$ cat config.mk
export PLATFORM = sky130hd
export DESIGN_NAME = sse_scalar_instruction_encoder
export DESIGN_NICKNAME = d
export VERILOG_FILES = /design/src/sseenc_pkg.sv /design/src/sse_scalar_instruction_encoder.sv
export SDC_FILE = /design/constraint.sdc
export NUM_CORES = 1
export LEC_CHECK = 0
export BUFFER_PORTS_ARGS = -buffer_cell sky130_fd_sc_hd__buf_4
export CAP_MARGIN = 40
export CORE_ASPECT_RATIO = 1.2
export CORE_MARGIN = 1
export CORE_UTILIZATION = 35
export CTS_BUF_LIST = sky130_fd_sc_hd__clkbuf_4 sky130_fd_sc_hd__clkbuf_8 sky130_fd_sc_hd__clkbuf_16
export CTS_CLUSTER_DIAMETER = 30
export DETAILED_ROUTE_END_ITERATION = 10
export GPL_ROUTABILITY_DRIVEN = 0
export PLACE_DENSITY = 0.56
export SLEW_MARGIN = 20
export SYNTH_ARGS = -nofsm -noshare
export SYNTH_HDL_FRONTEND = slang
export SYNTH_SLANG_ARGS = --single-unit
$ cat constraint.sdc
create_clock -name clock -period 3.7 [get_ports clock]
set_clock_uncertainty 0.15 [all_clocks]
set_input_delay 0.185 -clock clock [delete_from_list [all_inputs] [get_ports clock]]
set_output_delay 0.185 -clock clock [all_outputs]
set_load 0.1 [all_outputs]
$ cat src/sseenc_pkg.sv
`timescale 1ns / 1ps

package sseenc_pkg;

   // Operation kinds carried on the request channel; codes 12 to 15 are undefined.
   localparam logic [3:0] KIND_ALLOC     = 4'd0;
   localparam logic [3:0] KIND_RELEASE   = 4'd1;
   localparam logic [3:0] KIND_STORE     = 4'd2;
   localparam logic [3:0] KIND_LOAD      = 4'd3;
   localparam logic [3:0] KIND_ADD       = 4'd4;
   localparam logic [3:0] KIND_SUB       = 4'd5;
   localparam logic [3:0] KIND_MUL       = 4'd6;
   localparam logic [3:0] KIND_DIV       = 4'd7;
   localparam logic [3:0] KIND_SQRT      = 4'd8;
   localparam logic [3:0] KIND_COPY      = 4'd9;
   localparam logic [3:0] KIND_LOADCONST = 4'd10;
   localparam logic [3:0] KIND_RETURN    = 4'd11;

   // Configuration register indexes.
   localparam logic [7:0] CSR_CONST_BASE  = 8'd0;
   localparam logic [7:0] CSR_FRAME_BYTES = 8'd1;

   localparam logic [15:0] CONST_BASE_RESET  = 16'd2048;
   localparam logic [15:0] FRAME_BYTES_RESET = 16'd512;

   localparam int CONST_SLOTS_DEFAULT = 16;

   // Fixed encoding bytes.
   localparam logic [7:0] BYTE_REX_W     = 8'h48;
   localparam logic [7:0] BYTE_GRP1_IMM  = 8'h81;
   localparam logic [7:0] BYTE_MODRM_RSP = 8'hEC;
   localparam logic [7:0] BYTE_MODRM_ADD = 8'hC4;
   localparam logic [7:0] BYTE_PFX_F3    = 8'hF3;
   localparam logic [7:0] BYTE_ESC_0F    = 8'h0F;
   localparam logic [7:0] OP_MOVSS_ST    = 8'h11;
   localparam logic [7:0] OP_MOVSS_LD    = 8'h10;
   localparam logic [7:0] OP_ADDSS       = 8'h58;
   localparam logic [7:0] OP_SUBSS       = 8'h5C;
   localparam logic [7:0] OP_MULSS       = 8'h59;
   localparam logic [7:0] OP_DIVSS       = 8'h5E;
   localparam logic [7:0] OP_SQRTSS      = 8'h51;
   localparam logic [7:0] BYTE_SIB_RSP   = 8'h24;
   localparam logic [7:0] BYTE_RET       = 8'hC3;
   localparam logic [1:0] MOD_DISP32     = 2'b10;
   localparam logic [1:0] MOD_REG        = 2'b11;
   localparam logic [2:0] RM_SIB         = 3'b100;
   localparam logic [2:0] RM_RIP         = 3'b101;

   // Third opcode byte of the register-to-register kinds.
   function automatic logic [7:0] arith_opcode(input logic [3:0] kind);
      logic [7:0] op;
      op = OP_MOVSS_LD;
      case (kind)
         KIND_ADD:  op = OP_ADDSS;
         KIND_SUB:  op = OP_SUBSS;
         KIND_MUL:  op = OP_MULSS;
         KIND_DIV:  op = OP_DIVSS;
         KIND_SQRT: op = OP_SQRTSS;
         default:   op = OP_MOVSS_LD;
      endcase
      return op;
   endfunction

endpackage

$ cat src/sse_scalar_instruction_encoder.sv
`timescale 1ns / 1ps

// Scalar SSE instruction encoder.
// Each request transfer names one operation (kind on req_tuser, operands on
// req_tdata); the block answers with the instruction's machine code, one byte
// per response transfer. Every byte carries its position in the code area from
// a running 16-bit count, rsp_tlast marks the final byte of an instruction and
// rsp_tuser flags an undefined kind, which gives a single zero byte and leaves
// the count alone. The csr_ channel writes the constant pool base and the frame
// size; it is always ready. The user must write it only while the block is idle;
// the block itself does not enforce this. A request is captured in the request
// register and its first byte is generated from there into the response register.
// Throughput: one byte per cycle while the receiver does not stall, and a request
// has one to nine bytes; the single byte generator behind the request register
// sets this rate. The next request is taken in the cycle its predecessor's last byte is
// generated, so requests follow each other without gaps.
// Reset clears the byte count, restores the register defaults and empties the
// request and response registers. When the receiver stalls the response register
// holds its byte, generation pauses and the request channel stalls in turn.
module sse_scalar_instruction_encoder #(
   parameter int CONST_SLOTS = sseenc_pkg::CONST_SLOTS_DEFAULT
) (
   input  logic        clock,
   input  logic        reset,
   input  logic        req_tvalid,
   output logic        req_tready,
   input  logic [47:0] req_tdata,   // reg_a[2:0], reg_b[5:3], mem_offset[37:6],
                                    // const_index[41:38], zero fill[47:42]
   input  logic [3:0]  req_tuser,   // kind[3:0]
   output logic        rsp_tvalid,
   input  logic        rsp_tready,
   output logic [23:0] rsp_tdata,   // code_byte[7:0], byte_offset[23:8]
   output logic        rsp_tlast,   // last
   output logic        rsp_tuser,   // error[0]
   input  logic        csr_valid,
   output logic        csr_ready,
   input  logic [7:0]  csr_index,
   input  logic [15:0] csr_data
);

   localparam int SLOT_W = (CONST_SLOTS > 1) ? $clog2(CONST_SLOTS) : 1;

   // Constant table: pool slot for every value of const_index.
   logic [SLOT_W-1:0] slot_table [16];

   for (genvar v = 0; v < 16; v++) begin : g_slot
      localparam int SLOT = v % CONST_SLOTS;
      assign slot_table[v] = SLOT_W'(SLOT);
   end

   logic [15:0] const_base_ff;
   logic [15:0] frame_bytes_ff;
   logic [15:0] count_ff,     count_in;

   logic        item_valid_ff, item_valid_in;
   logic [3:0]  kind_ff;
   logic [2:0]  reg_a_ff;
   logic [2:0]  reg_b_ff;
   logic [31:0] mem_offset_ff;
   logic [3:0]  const_index_ff;
   logic [3:0]  idx_ff,       idx_in;
   logic [31:0] word_ff;

   logic        rsp_valid_ff, rsp_valid_in;
   logic [7:0]  code_byte_ff;
   logic [15:0] byte_offset_ff;
   logic        last_ff;
   logic        error_ff;

   logic        req_fire;
   logic        gen_go;
   logic [7:0]  gen_byte;
   logic        gen_last;
   logic        gen_err;
   logic [31:0] word_now;
   logic [31:0] word_sel;
   logic [3:0]  word_base;
   logic [3:0]  word_pos;
   logic [16:0] frame_rounded;
   logic [31:0] disp;
   logic [2:0]  rm_field;

   assign csr_ready = 1'b1;

   always_ff @(posedge clock) begin
      if (reset) begin
         const_base_ff  <= sseenc_pkg::CONST_BASE_RESET;
         frame_bytes_ff <= sseenc_pkg::FRAME_BYTES_RESET;
      end else if (csr_valid) begin
         if (csr_index == sseenc_pkg::CSR_CONST_BASE) begin
            const_base_ff <= csr_data;
         end else if (csr_index == sseenc_pkg::CSR_FRAME_BYTES) begin
            frame_bytes_ff <= csr_data;
         end
      end
   end

   // Byte generation runs whenever an item is held and the response register is free.
   assign gen_go     = item_valid_ff && (!rsp_valid_ff || rsp_tready);
   assign req_tready = !item_valid_ff || (gen_go && gen_last);
   assign req_fire   = req_tvalid && req_tready;

   assign frame_rounded = ({1'b0, frame_bytes_ff} + 17'd15) & ~17'd15;
   assign disp = {16'd0, const_base_ff} + {22'd0, 8'(slot_table[const_index_ff]), 2'b00}
                 - {16'd0, count_ff} - 32'd8;
   assign rm_field = (kind_ff == sseenc_pkg::KIND_SQRT) ? reg_a_ff : reg_b_ff;

   // The 32-bit tail word is captured on the first byte; later bytes pick from it.
   assign word_pos = idx_ff - word_base;
   assign word_sel = word_ff >> {word_pos[1:0], 3'b000};

   always_comb begin
      gen_byte  = '0;
      gen_last  = 1'b0;
      gen_err   = 1'b0;
      word_now  = '0;
      word_base = 4'd3;
      case (kind_ff)
         sseenc_pkg::KIND_ALLOC, sseenc_pkg::KIND_RELEASE: begin
            word_now  = {15'd0, frame_rounded};
            word_base = 4'd3;
            gen_last  = (idx_ff == 4'd6);
            case (idx_ff)
               4'd0:    gen_byte = sseenc_pkg::BYTE_REX_W;
               4'd1:    gen_byte = sseenc_pkg::BYTE_GRP1_IMM;
               4'd2:    gen_byte = (kind_ff == sseenc_pkg::KIND_ALLOC) ?
                                   sseenc_pkg::BYTE_MODRM_RSP : sseenc_pkg::BYTE_MODRM_ADD;
               default: gen_byte = word_sel[7:0];
            endcase
         end
         sseenc_pkg::KIND_STORE, sseenc_pkg::KIND_LOAD: begin
            word_now  = mem_offset_ff;
            word_base = 4'd5;
            gen_last  = (idx_ff == 4'd8);
            case (idx_ff)
               4'd0:    gen_byte = sseenc_pkg::BYTE_PFX_F3;
               4'd1:    gen_byte = sseenc_pkg::BYTE_ESC_0F;
               4'd2:    gen_byte = (kind_ff == sseenc_pkg::KIND_STORE) ?
                                   sseenc_pkg::OP_MOVSS_ST : sseenc_pkg::OP_MOVSS_LD;
               4'd3:    gen_byte = {sseenc_pkg::MOD_DISP32, reg_a_ff, sseenc_pkg::RM_SIB};
               4'd4:    gen_byte = sseenc_pkg::BYTE_SIB_RSP;
               default: gen_byte = word_sel[7:0];
            endcase
         end
         sseenc_pkg::KIND_ADD, sseenc_pkg::KIND_SUB, sseenc_pkg::KIND_MUL,
         sseenc_pkg::KIND_DIV, sseenc_pkg::KIND_SQRT, sseenc_pkg::KIND_COPY: begin
            gen_last = (idx_ff == 4'd3);
            case (idx_ff)
               4'd0:    gen_byte = sseenc_pkg::BYTE_PFX_F3;
               4'd1:    gen_byte = sseenc_pkg::BYTE_ESC_0F;
               4'd2:    gen_byte = sseenc_pkg::arith_opcode(kind_ff);
               default: gen_byte = {sseenc_pkg::MOD_REG, reg_a_ff, rm_field};
            endcase
         end
         sseenc_pkg::KIND_LOADCONST: begin
            word_now  = disp;
            word_base = 4'd4;
            gen_last  = (idx_ff == 4'd7);
            case (idx_ff)
               4'd0:    gen_byte = sseenc_pkg::BYTE_PFX_F3;
               4'd1:    gen_byte = sseenc_pkg::BYTE_ESC_0F;
               4'd2:    gen_byte = sseenc_pkg::OP_MOVSS_LD;
               4'd3:    gen_byte = {2'b00, reg_b_ff, sseenc_pkg::RM_RIP};
               default: gen_byte = word_sel[7:0];
            endcase
         end
         sseenc_pkg::KIND_RETURN: begin
            gen_byte = sseenc_pkg::BYTE_RET;
            gen_last = 1'b1;
         end
         default: begin
            gen_last = 1'b1;
            gen_err  = 1'b1;
         end
      endcase
   end

   always_comb begin
      item_valid_in = item_valid_ff;
      idx_in        = idx_ff;
      count_in      = count_ff;
      rsp_valid_in  = rsp_valid_ff && !rsp_tready;
      if (gen_go) begin
         rsp_valid_in = 1'b1;
         idx_in       = gen_last ? 4'd0 : idx_ff + 4'd1;
         if (!gen_err) begin
            count_in = count_ff + 16'd1;
         end
         if (gen_last) begin
            item_valid_in = 1'b0;
         end
      end
      if (req_fire) begin
         item_valid_in = 1'b1;
      end
   end

   always_ff @(posedge clock) begin
      if (reset) begin
         item_valid_ff <= 1'b0;
         idx_ff        <= '0;
         count_ff      <= '0;
         rsp_valid_ff  <= 1'b0;
      end else begin
         item_valid_ff <= item_valid_in;
         idx_ff        <= idx_in;
         count_ff      <= count_in;
         rsp_valid_ff  <= rsp_valid_in;
      end
   end

   always_ff @(posedge clock) begin
      if (req_fire) begin
         kind_ff        <= req_tuser;
         reg_a_ff       <= req_tdata[2:0];
         reg_b_ff       <= req_tdata[5:3];
         mem_offset_ff  <= req_tdata[37:6];
         const_index_ff <= req_tdata[41:38];
      end
      if (gen_go && idx_ff == 4'd0) begin
         word_ff <= word_now;
      end
      if (gen_go) begin
         code_byte_ff   <= gen_byte;
         byte_offset_ff <= count_ff;
         last_ff        <= gen_last;
         error_ff       <= gen_err;
      end
   end

   assign rsp_tvalid = rsp_valid_ff;
   assign rsp_tdata  = {byte_offset_ff, code_byte_ff};
   assign rsp_tlast  = last_ff;
   assign rsp_tuser  = error_ff;

endmodule
==> results of run 1 <==
worst max path at each step:
stage	slack, ps	to	cells after the start
2_1_floorplan	60	const_index_ff[0]$_DFFE_PP_	6
3_5_place_dp	60	word_ff[18]$_DFFE_PP_	13
3_3_place_gp	100	word_ff[29]$_DFFE_PP_	13
6_report	140	word_ff[14]$_DFFE_PP_	10
4_1_cts	30	word_ff[28]$_DFFE_PP_	13
5_1_grt	-70	word_ff[14]$_DFFE_PP_	11
routing by layer:
metal,track usage,up-vias,wire (um)
li1,-,3322,-
met1,0.224,3175,9660
met2,0.332,179,11600
met3,0.0327,24,870
met4,0.0708,0,464
met5,0,-,0
cells in the final DEF (no fill, tap or decap), types with 18 or more instances in the layout:
master           n
a21oi_1         46
nand2_1         68
inv_1           43
o21ai_0         39
clkbuf_16       18
mux2i_1         35
edfxtp_1       104
nand3_1         31
xnor2_1         33
dlygate4sd3_1   64
nor2_1          99
buf_4          136
ha_1            30
dfxtp_1         51
cell families (layout without fill, tap and decap cells):
group           after synthesis  count (layout)  synth area share
mux                          44              44            0.0641
fa+ha+maj                    40              40            0.0645
other cells                   1               1          0.000443
simple gates                270             270             0.153
flops                       158             158             0.497
compound gates              174             174             0.135
xor+xnor                     46              46            0.0494
buf+inv                      78             279            0.0364
through the flow:
stage	TNS (ps)	power [mW]	instances	util	hold WS, ps
after floorplan	0	2.58	811	-	134
after global placement	0	2.82	1219	0.413	214
after detailed placement	0	2.82	1219	0.413	214
after CTS	0	4.59	1315	0.465	65.2
after global routing	-84.7	4.75	1327	0.473	87.7
final	0	4.58	1327	0.473	63.0
report_power, final:
group | internal (mW) | switching [mW]
Combinational | 0.334 | 0.520
Clock | 0.948 | 0.749
Sequential | 1.98 | 0.0410
Total | 3.27 | 1.31
cell usage after synthesis, types with 3 or more instances:
master	count
o21a_1	6
edfxtp_1	104
o31ai_1	4
mux2i_1	35
a21oi_2	3
inv_1	44
ha_1	34
nand2_1	69
a2111oi_0	3
nand4_1	9
buf_2	6
xor2_1	10
mux4_2	8
clkbuf_1	19
and3_1	6
and2_1	6
buf_1	5
or3_1	4
dfxtp_1	54
o211ai_1	7
nor3b_1	3
a21oi_1	48
fa_1	6
nor3_1	8
a211o_1	4
nor2b_1	5
o31a_1	3
nand3_1	31
nor2_1	101
nand2b_1	9
o21ai_0	40
o22ai_1	13
a21o_1	5
a31oi_1	8
a22oi_1	3
xnor2_1	34
flip-flops by register name, indices dropped and copies added (netlist names):
signal          flops
mem_offset_ff      32
word_ff            32
byte_offset_ff     16
const_base_ff      16
count_ff           16
frame_bytes_ff     16
code_byte_ff        8
const_index_ff      4
idx_ff              4
kind_ff             4
reg_a_ff            3
reg_b_ff            3
item_valid_ff       1
rsp_tlast           1
rsp_tuser           1
rsp_tvalid          1
area by class of cell:
type                            instances  area, sq um  share of cell area
Timing Repair Buffer                  201         1680               0.152
Inverter                               46          173              0.0156
Multi-Input combinational cell        575         4040               0.365
Tap cell                              315          394              0.0356
Sequential cell                       158         4210               0.380
Clock inverter                         12         95.1             0.00859
Clock buffer                           20          478              0.0432
repair_timing:
item,in CTS,in global routing
gates resized for setup,0,23
hold buffers,64,0
buffers inserted,0,12
endpoints found under the setup margin,0,21
endpoints found under the hold margin,80,0
worst reg2reg max path, cell delays in order (launching register included):
cell and delay (ps):
edfxtp_1 470, fa_2 600, ha_4 210, a211oi_2 310, o211ai_1 170, a221o_1 370
a21oi_2 170, nand4_1 190, nor4_2 330, xnor2_1 190, o22ai_1 120
==> impl_metrics.tcl, run 1 <==
set metrics [dict create \
    placed_area_sq_um 9680 \
    numCtsBuffers 17 \
    io_pins 110 \
    post-place-ws_ps 60.5 \
    required_ps 3710 \
    wl_um 22600 \
    syn_to_final_growth_pct 30.9 \
    clkSinkCount 158 \
    crit_start "const_index_ff[0]$_DFFE_PP_" \
    first_global_vias 6448 \
    synth-edff-count 104 \
    grt_pass1_wl_um 34200 \
    drc 0 \
    startpoint_type "flop" \
    critPathTopFamily "compound AO/OA/AOI/OAI gates" \
    worst_pin_slew_ps 776 \
    dp_hpwl_um 16300 \
    drt_iter0_drc 370 \
    io_buffers 102 \
    finalHoldViolCount 0 \
    min_from "reset" \
    ys_seq_area_frac 0.497 \
    grt_usage 0.187 \
    cp_num_buf_inv 0 \
    htree_levels 4 \
    maxCapViolCount 0 \
    synthTopCellsByArea "edfxtp_1 37%, dfxtp_1 13%, ha_1 5.0%" \
    hold_path_class "in2reg" \
    yosys.area.top_type "edfxtp_1" \
    relSlewSlack 0.478 \
    cts_root_buf "clkbuf_16" \
    n_antenna_cell 0 \
    final_nets 1120 \
    powerDensity_nw_per_um2 413 \
    slew_viol_final 0 \
    cp_slowest_stage_delay_ps 600 \
    ys_warn_count 0 \
    reg2regPathDepth 10 \
    design_area_sq_um 11100 \
    setup_violations 0 \
    syn_nets 932 \
    chipWidth_um 144 \
    r2r-start "const_index_ff[0]$_DFFE_PP_" \
    core_sq_um 23400 \
    fill_cells 2189 \
    endpoint_kind "flop" \
    hold_depth 2 \
    leakagePower_nw 4.30 \
    crit_fanout 3 \
    path_class "reg2reg" \
    initial_core_util 0.361 \
    postRouteAntennaNets 0 \
    critical_path_arrival_ps 3570 \
    dr.pass1.iters 5 \
    grt_max_degree 52 \
    ys_ff_latch 158 \
    drive_above_1_share 0.218 \
    fin_crit_ps 3560 \
    vias 6700 \
    crit_chain "fa_2, ha_4, a211oi_2, o211ai_1, a221o_1, a21oi_2, nand4_1, nor4_2, xnor2_1, o22ai_1" \
    rrSetupSlack_ps 140 \
    dieArea_sq_um 24800 \
    clk_pin_slew_worst_paths_ps 70 \
    rows 61 \
    fin_ws_ps 136 \
    viasPerCell 5.05 \
    synth.distinct_cells 75 \
    irDropWorstVdd_v 0.000262 \
    clock_latency_ps 440 \
    antenna_found_initial 0 \
    r2r-end "word_ff[14]$_DFFE_PP_" \
    syn_inst 811 \
    grt_overflow 0 \
    post_drt_wl_per_cell_um 17.0 \
    synthArstFlopShare 0 \
    timing.fmax_mhz 281 \
    synth_top_area_frac 0.369 \
    dieHeight_um 172 \
    min_to "item_valid_ff$_SDFFE_PP0P_" \
    syn_area_per_cell_sq_um 10.4 \
    synth_area_sq_um 8460 \
    slowest_stage "fa_2" \
    outcome "completed" \
    clock_path_buffers 2 \
    cts_tree "built" \
    synth_ff_type "edfxtp_1" \
    fin_crit_sh 0.963 \
]
Power figures use the tool's default switching activity.
==> run 2, diff against run 1 <==
PLACE_DENSITY = 0.54   (was 0.56)
RECOVER_POWER = 25   (was unset)
clock period = 4.1 ns   (was 3.7 ns; I/O delays follow)
==> impl_metrics.tcl, run 2 (synthesized netlist as in run 1, its figures left out) <==
set metrics [dict create \
    slowest_stage "fa_1" \
    reg_top3 "mem_offset_ff: 32 flops, word_ff: 32 flops" \
    cts_root_buf "clkbuf_16" \
    layout_common_cells "104 x edfxtp_1, 99 x nor2_1, 69 x nand2_1" \
    initial_core_util 0.361 \
    hold_depth 2 \
    required_ps 4110 \
    grt_pass1_wl_um 34900 \
    powerDensity_nw_per_um2 388 \
    startpoint_type "flop" \
    cts_tree "built" \
    clkSinkCount 158 \
    post_drt_wl_per_cell_um 17.2 \
    irDropWorstVdd_v 0.000260 \
    min_from "reset" \
    rows 61 \
    chipWidth_um 144 \
    timing.fmax_mhz 266 \
    r2r-start "count_ff[2]$_SDFFE_PP0P_" \
    n_antenna_cell 0 \
    dr.pass1.iters 6 \
    drive_above_1_share 0.177 \
    grt_usage 0.190 \
    reg2regPathDepth 13 \
    crit_chain "inv_1, fa_1, inv_1, fa_1, nor2b_4, o2111ai_2, a21oi_1, nor2_1, xnor2_1, nor4_4, nand3_1, buf_4, nand3_1" \
    maxCapViolCount 0 \
    syn_to_final_growth_pct 28.1 \
    wl_um 22500 \
    antenna_found_initial 0 \
    grt_max_degree 52 \
    slew_viol_final 0 \
    dp_hpwl_um 16400 \
    worst_pin_slew_ps 1170 \
    dieHeight_um 172 \
    final_nets 1100 \
    relSlewSlack 0.226 \
    dieArea_sq_um 24800 \
    first_global_vias 6377 \
    min_to "count_ff[0]$_SDFFE_PP0P_" \
    critical_path_arrival_ps 3770 \
    setup_violations 0 \
    layout_commonest_cell "edfxtp_1" \
    postRouteAntennaNets 0 \
    clk_pin_slew_worst_paths_ps 70 \
    io_pins 110 \
    fin_crit_ps 3760 \
    core_sq_um 23400 \
    grt_overflow 0 \
    io_buffers 102 \
    drc 0 \
    r2r-end "word_ff[23]$_DFFE_PP_" \
    fin_crit_sh 0.917 \
    leakagePower_nw 4.18 \
    htree_levels 4 \
    path_class "reg2reg" \
    cts_resized 0 \
    cp_slowest_stage_delay_ps 550 \
    cp_num_buf_inv 3 \
    cts_setup_buffers 0 \
    clock_latency_ps 430 \
    critPathTopFamily "adder cells" \
    cts_hold_buf 64 \
    rsz0062_at_grt "no" \
    viasPerCell 5.08 \
    placedCellCount 1211 \
    outcome "completed" \
    endpoint_kind "flop" \
    finalHoldViolCount 0 \
    hold_path_class "in2reg" \
    vias 6640 \
    clock_path_buffers 2 \
    drt_iter0_drc 313 \
    fin_setup_tns_ps 0 \
    crit_fanout 14 \
    rrSetupSlack_ps 340 \
    numCtsBuffers 17 \
    final_cells 1307 \
]
[run 2: cell count changes in the layout (fill, tap and decap cells not counted), moves of 3 or more]
cell,delta
dfxtp_1,+3
clkbuf_4,+47
clkbuf_1,+8
ha_1,+4
buf_4,-75
dfxtp_2,-3
[run 2: power by group]
part	internal (mW)	switching, mW
logic	0.267	0.456
clock network	0.959	0.696
registers	1.79	0.0393
total	3.02	1.19
[run 2: worst max path at each step]
stage / to / startpoint / slack [ps] / cells past startpoint
final: word_ff[23]$_DFFE_PP_ / count_ff[2]$_SDFFE_PP0P_ / 340 / 13
after global routing: word_ff[14]$_DFFE_PP_ / const_base_ff[5]$_SDFFE_PP0P_ / 80 / 12
after CTS: word_ff[23]$_DFFE_PP_ / count_ff[2]$_SDFFE_PP0P_ / 350 / 13
after detailed placement: word_ff[23]$_DFFE_PP_ / count_ff[2]$_SDFFE_PP0P_ / 380 / 13
after global placement: word_ff[16]$_DFFE_PP_ / const_base_ff[5]$_SDFFE_PP0P_ / 410 / 11
after floorplan: const_index_ff[0]$_DFFE_PP_ / rsp_tvalid$_SDFF_PP0_ / 140 / 6
[run 2: metal layers]
metal / up-vias / global-route usage / part of all wire
met3: 28 / 0.0327 / 0.030
li1: 3285 / - / -
met4: 0 / 0.0564 / 0.016
met1: 3203 / 0.232 / 0.44
met2: 124 / 0.337 / 0.51
met5: - / 0 / 0
[run 2: cell type report]
type / count / area (sq um)
repair buffers: 181 / 1490
inverters: 46 / 173
clock inverters: 14 / 169
multi-input cells: 575 / 3950
well taps: 315 / 394
flip-flops and latches: 158 / 4200
fillers: 2231 / 12600
clock buffers: 18 / 450
[run 2: per-stage QoR]
stage	hold WS [ps]	setup slack, ps	util	area [sq um]	total power [mW]
floorplan	154	136	-	8460	2.33
global placement	234	407	0.409	9590	2.54
detailed placement	234	378	0.410	9610	2.54
CTS	84.0	347	0.464	10900	4.27
global route	99.3	75.7	0.462	10800	4.38
finish	97.2	338	0.462	10800	4.21
==> run 3, diff against run 2 <==
CORE_UTILIZATION = 44   (was 35)
PLACE_DENSITY = 0.64   (was 0.54)
==> impl_metrics.tcl, run 3 (synthesized netlist as in run 1, its figures left out) <==
set metrics [dict create \
    min_from "reset" \
    hold_path_class "in2reg" \
    grt_pass1_wl_um 33800 \
    drt_iter0_drc 737 \
    cts_setup_buffers 0 \
    clock_latency_ps 440 \
    syn_to_final_growth_pct 27.2 \
    layout_common_cells "104 x edfxtp_1, 99 x nor2_1, 69 x nand2_1" \
    htree_levels 4 \
    drive_above_1_share 0.182 \
    chipWidth_um 129 \
    relSlewSlack 0.225 \
    finalHoldViolCount 0 \
    dieHeight_um 154 \
    reg2regPathDepth 13 \
    core_sq_um 18900 \
    postRouteAntennaNets 0 \
    post_drt_wl_per_cell_um 17.1 \
    cts_tree "built" \
    reg_top3 "mem_offset_ff: 32 flops, word_ff: 32 flops" \
    layout_commonest_cell "edfxtp_1" \
    fin_setup_tns_ps 0 \
    crit_start "count_ff[2]$_SDFFE_PP0P_" \
    required_ps 4120 \
    rsz0062_at_grt "no" \
    leakagePower_nw 4.18 \
    clkSinkCount 158 \
    grt_usage 0.227 \
    first_global_vias 6403 \
    timing.fmax_mhz 266 \
    io_pins 110 \
    crit_fanout 14 \
    grt_max_degree 52 \
    final_nets 1100 \
    fin_crit_sh 0.916 \
    n_antenna_cell 0 \
    drc 0 \
    antenna_found_initial 0 \
    design_area_sq_um 10800 \
    irDropWorstVdd_v 0.000326 \
    startpoint_type "flop" \
    hold_depth 2 \
    numCtsBuffers 17 \
    clk_pin_slew_worst_paths_ps 70 \
    critical_path_arrival_ps 3780 \
    wl_um 21400 \
    dieArea_sq_um 19800 \
    slowest_stage "fa_1" \
    viasPerCell 5.29 \
    io_buffers 102 \
    dr.pass1.iters 8 \
    setup_violations 0 \
    grt_overflow 0 \
    dp_hpwl_um 15200 \
    slew_viol_final 0 \
    crit_chain "inv_1, fa_1, inv_1, fa_1, nor2b_4, o2111ai_2, a21oi_1, o21ai_0, a2111oi_0, nor2_1, nand2_1, buf_4, nand3_1" \
    clock_path_buffers 2 \
    cts_root_buf "clkbuf_16" \
    outcome "completed" \
    vias 6596 \
    endpoint_kind "flop" \
    path_class "reg2reg" \
    rows 55 \
    placed_area_sq_um 9540 \
    maxCapViolCount 0 \
    cp_slowest_stage_delay_ps 550 \
    r2r-start "count_ff[2]$_SDFFE_PP0P_" \
    initial_core_util 0.449 \
    worst_pin_slew_ps 1170 \
    fin_crit_ps 3760 \
    powerDensity_nw_per_um2 385 \
]
[run 3: through the flow]
stage                     std cells  power [mW]  hold WS (ps)  utilization  setup WS, ps
after CTS                      1247        4.18          77.8        0.571           325
after global placement         1150        2.53           233        0.505           436
final                          1248        4.15          90.4        0.571           344
after global routing           1248        4.30          91.5        0.571          29.8
after detailed placement       1151        2.54           234        0.506           343
after floorplan                 811        2.33           154            -           136
[run 3: worst max-delay path, delay by kind of cell (launching register included)]
kind | cells | cell delay (ps)
AO/OA/AOI/OAI | 4 | 1070
AND/OR/NAND/NOR | 4 | 490
flip-flops | 1 | 380
buffers and inverters | 3 | 370
adder cells (fa/ha/maj) | 2 | 1040
[run 3: layout make-up]
class / instances / area (sq um)
multi-input cells: 575 / 3950
clock buffers: 17 / 425
inverters: 46 / 173
flip-flops and latches: 158 / 4200
repair buffers: 181 / 1520
well taps: 256 / 320
clock inverters: 15 / 165
fillers: 1636 / 8090
[run 3: where the power goes]
part           switching [mW]  internal (mW)
Clock                   0.726          0.871
Combinational           0.453          0.272
Sequential             0.0354           1.79
Total                    1.21           2.93
[run 3: routing by layer]
layer	share of wire	vias to the layer above	GRT usage
li1	-	3281	-
met1	0.43	3119	0.279
met2	0.51	161	0.399
met3	0.033	35	0.0404
met4	0.020	0	0.0779
met5	0	-	0
[run 3: final timing paths]
path,endpoint,slack [ps]
setup / recovery,word_ff[21]$_DFFE_PP_,340
hold / removal,count_ff[0]$_SDFFE_PP0P_,90
setup reg to reg,word_ff[21]$_DFFE_PP_,340
hold reg to reg,byte_offset_ff[8]$_DFFE_PP_,290
[run 3: timing repair]
| item | CTS | global route |
|---|---|---|
| setup endpoints to repair | 0 | 0 |
| hold buffers | 64 | 0 |
| resized for setup | 0 | 0 |
| hold endpoints to repair | 80 | 0 |
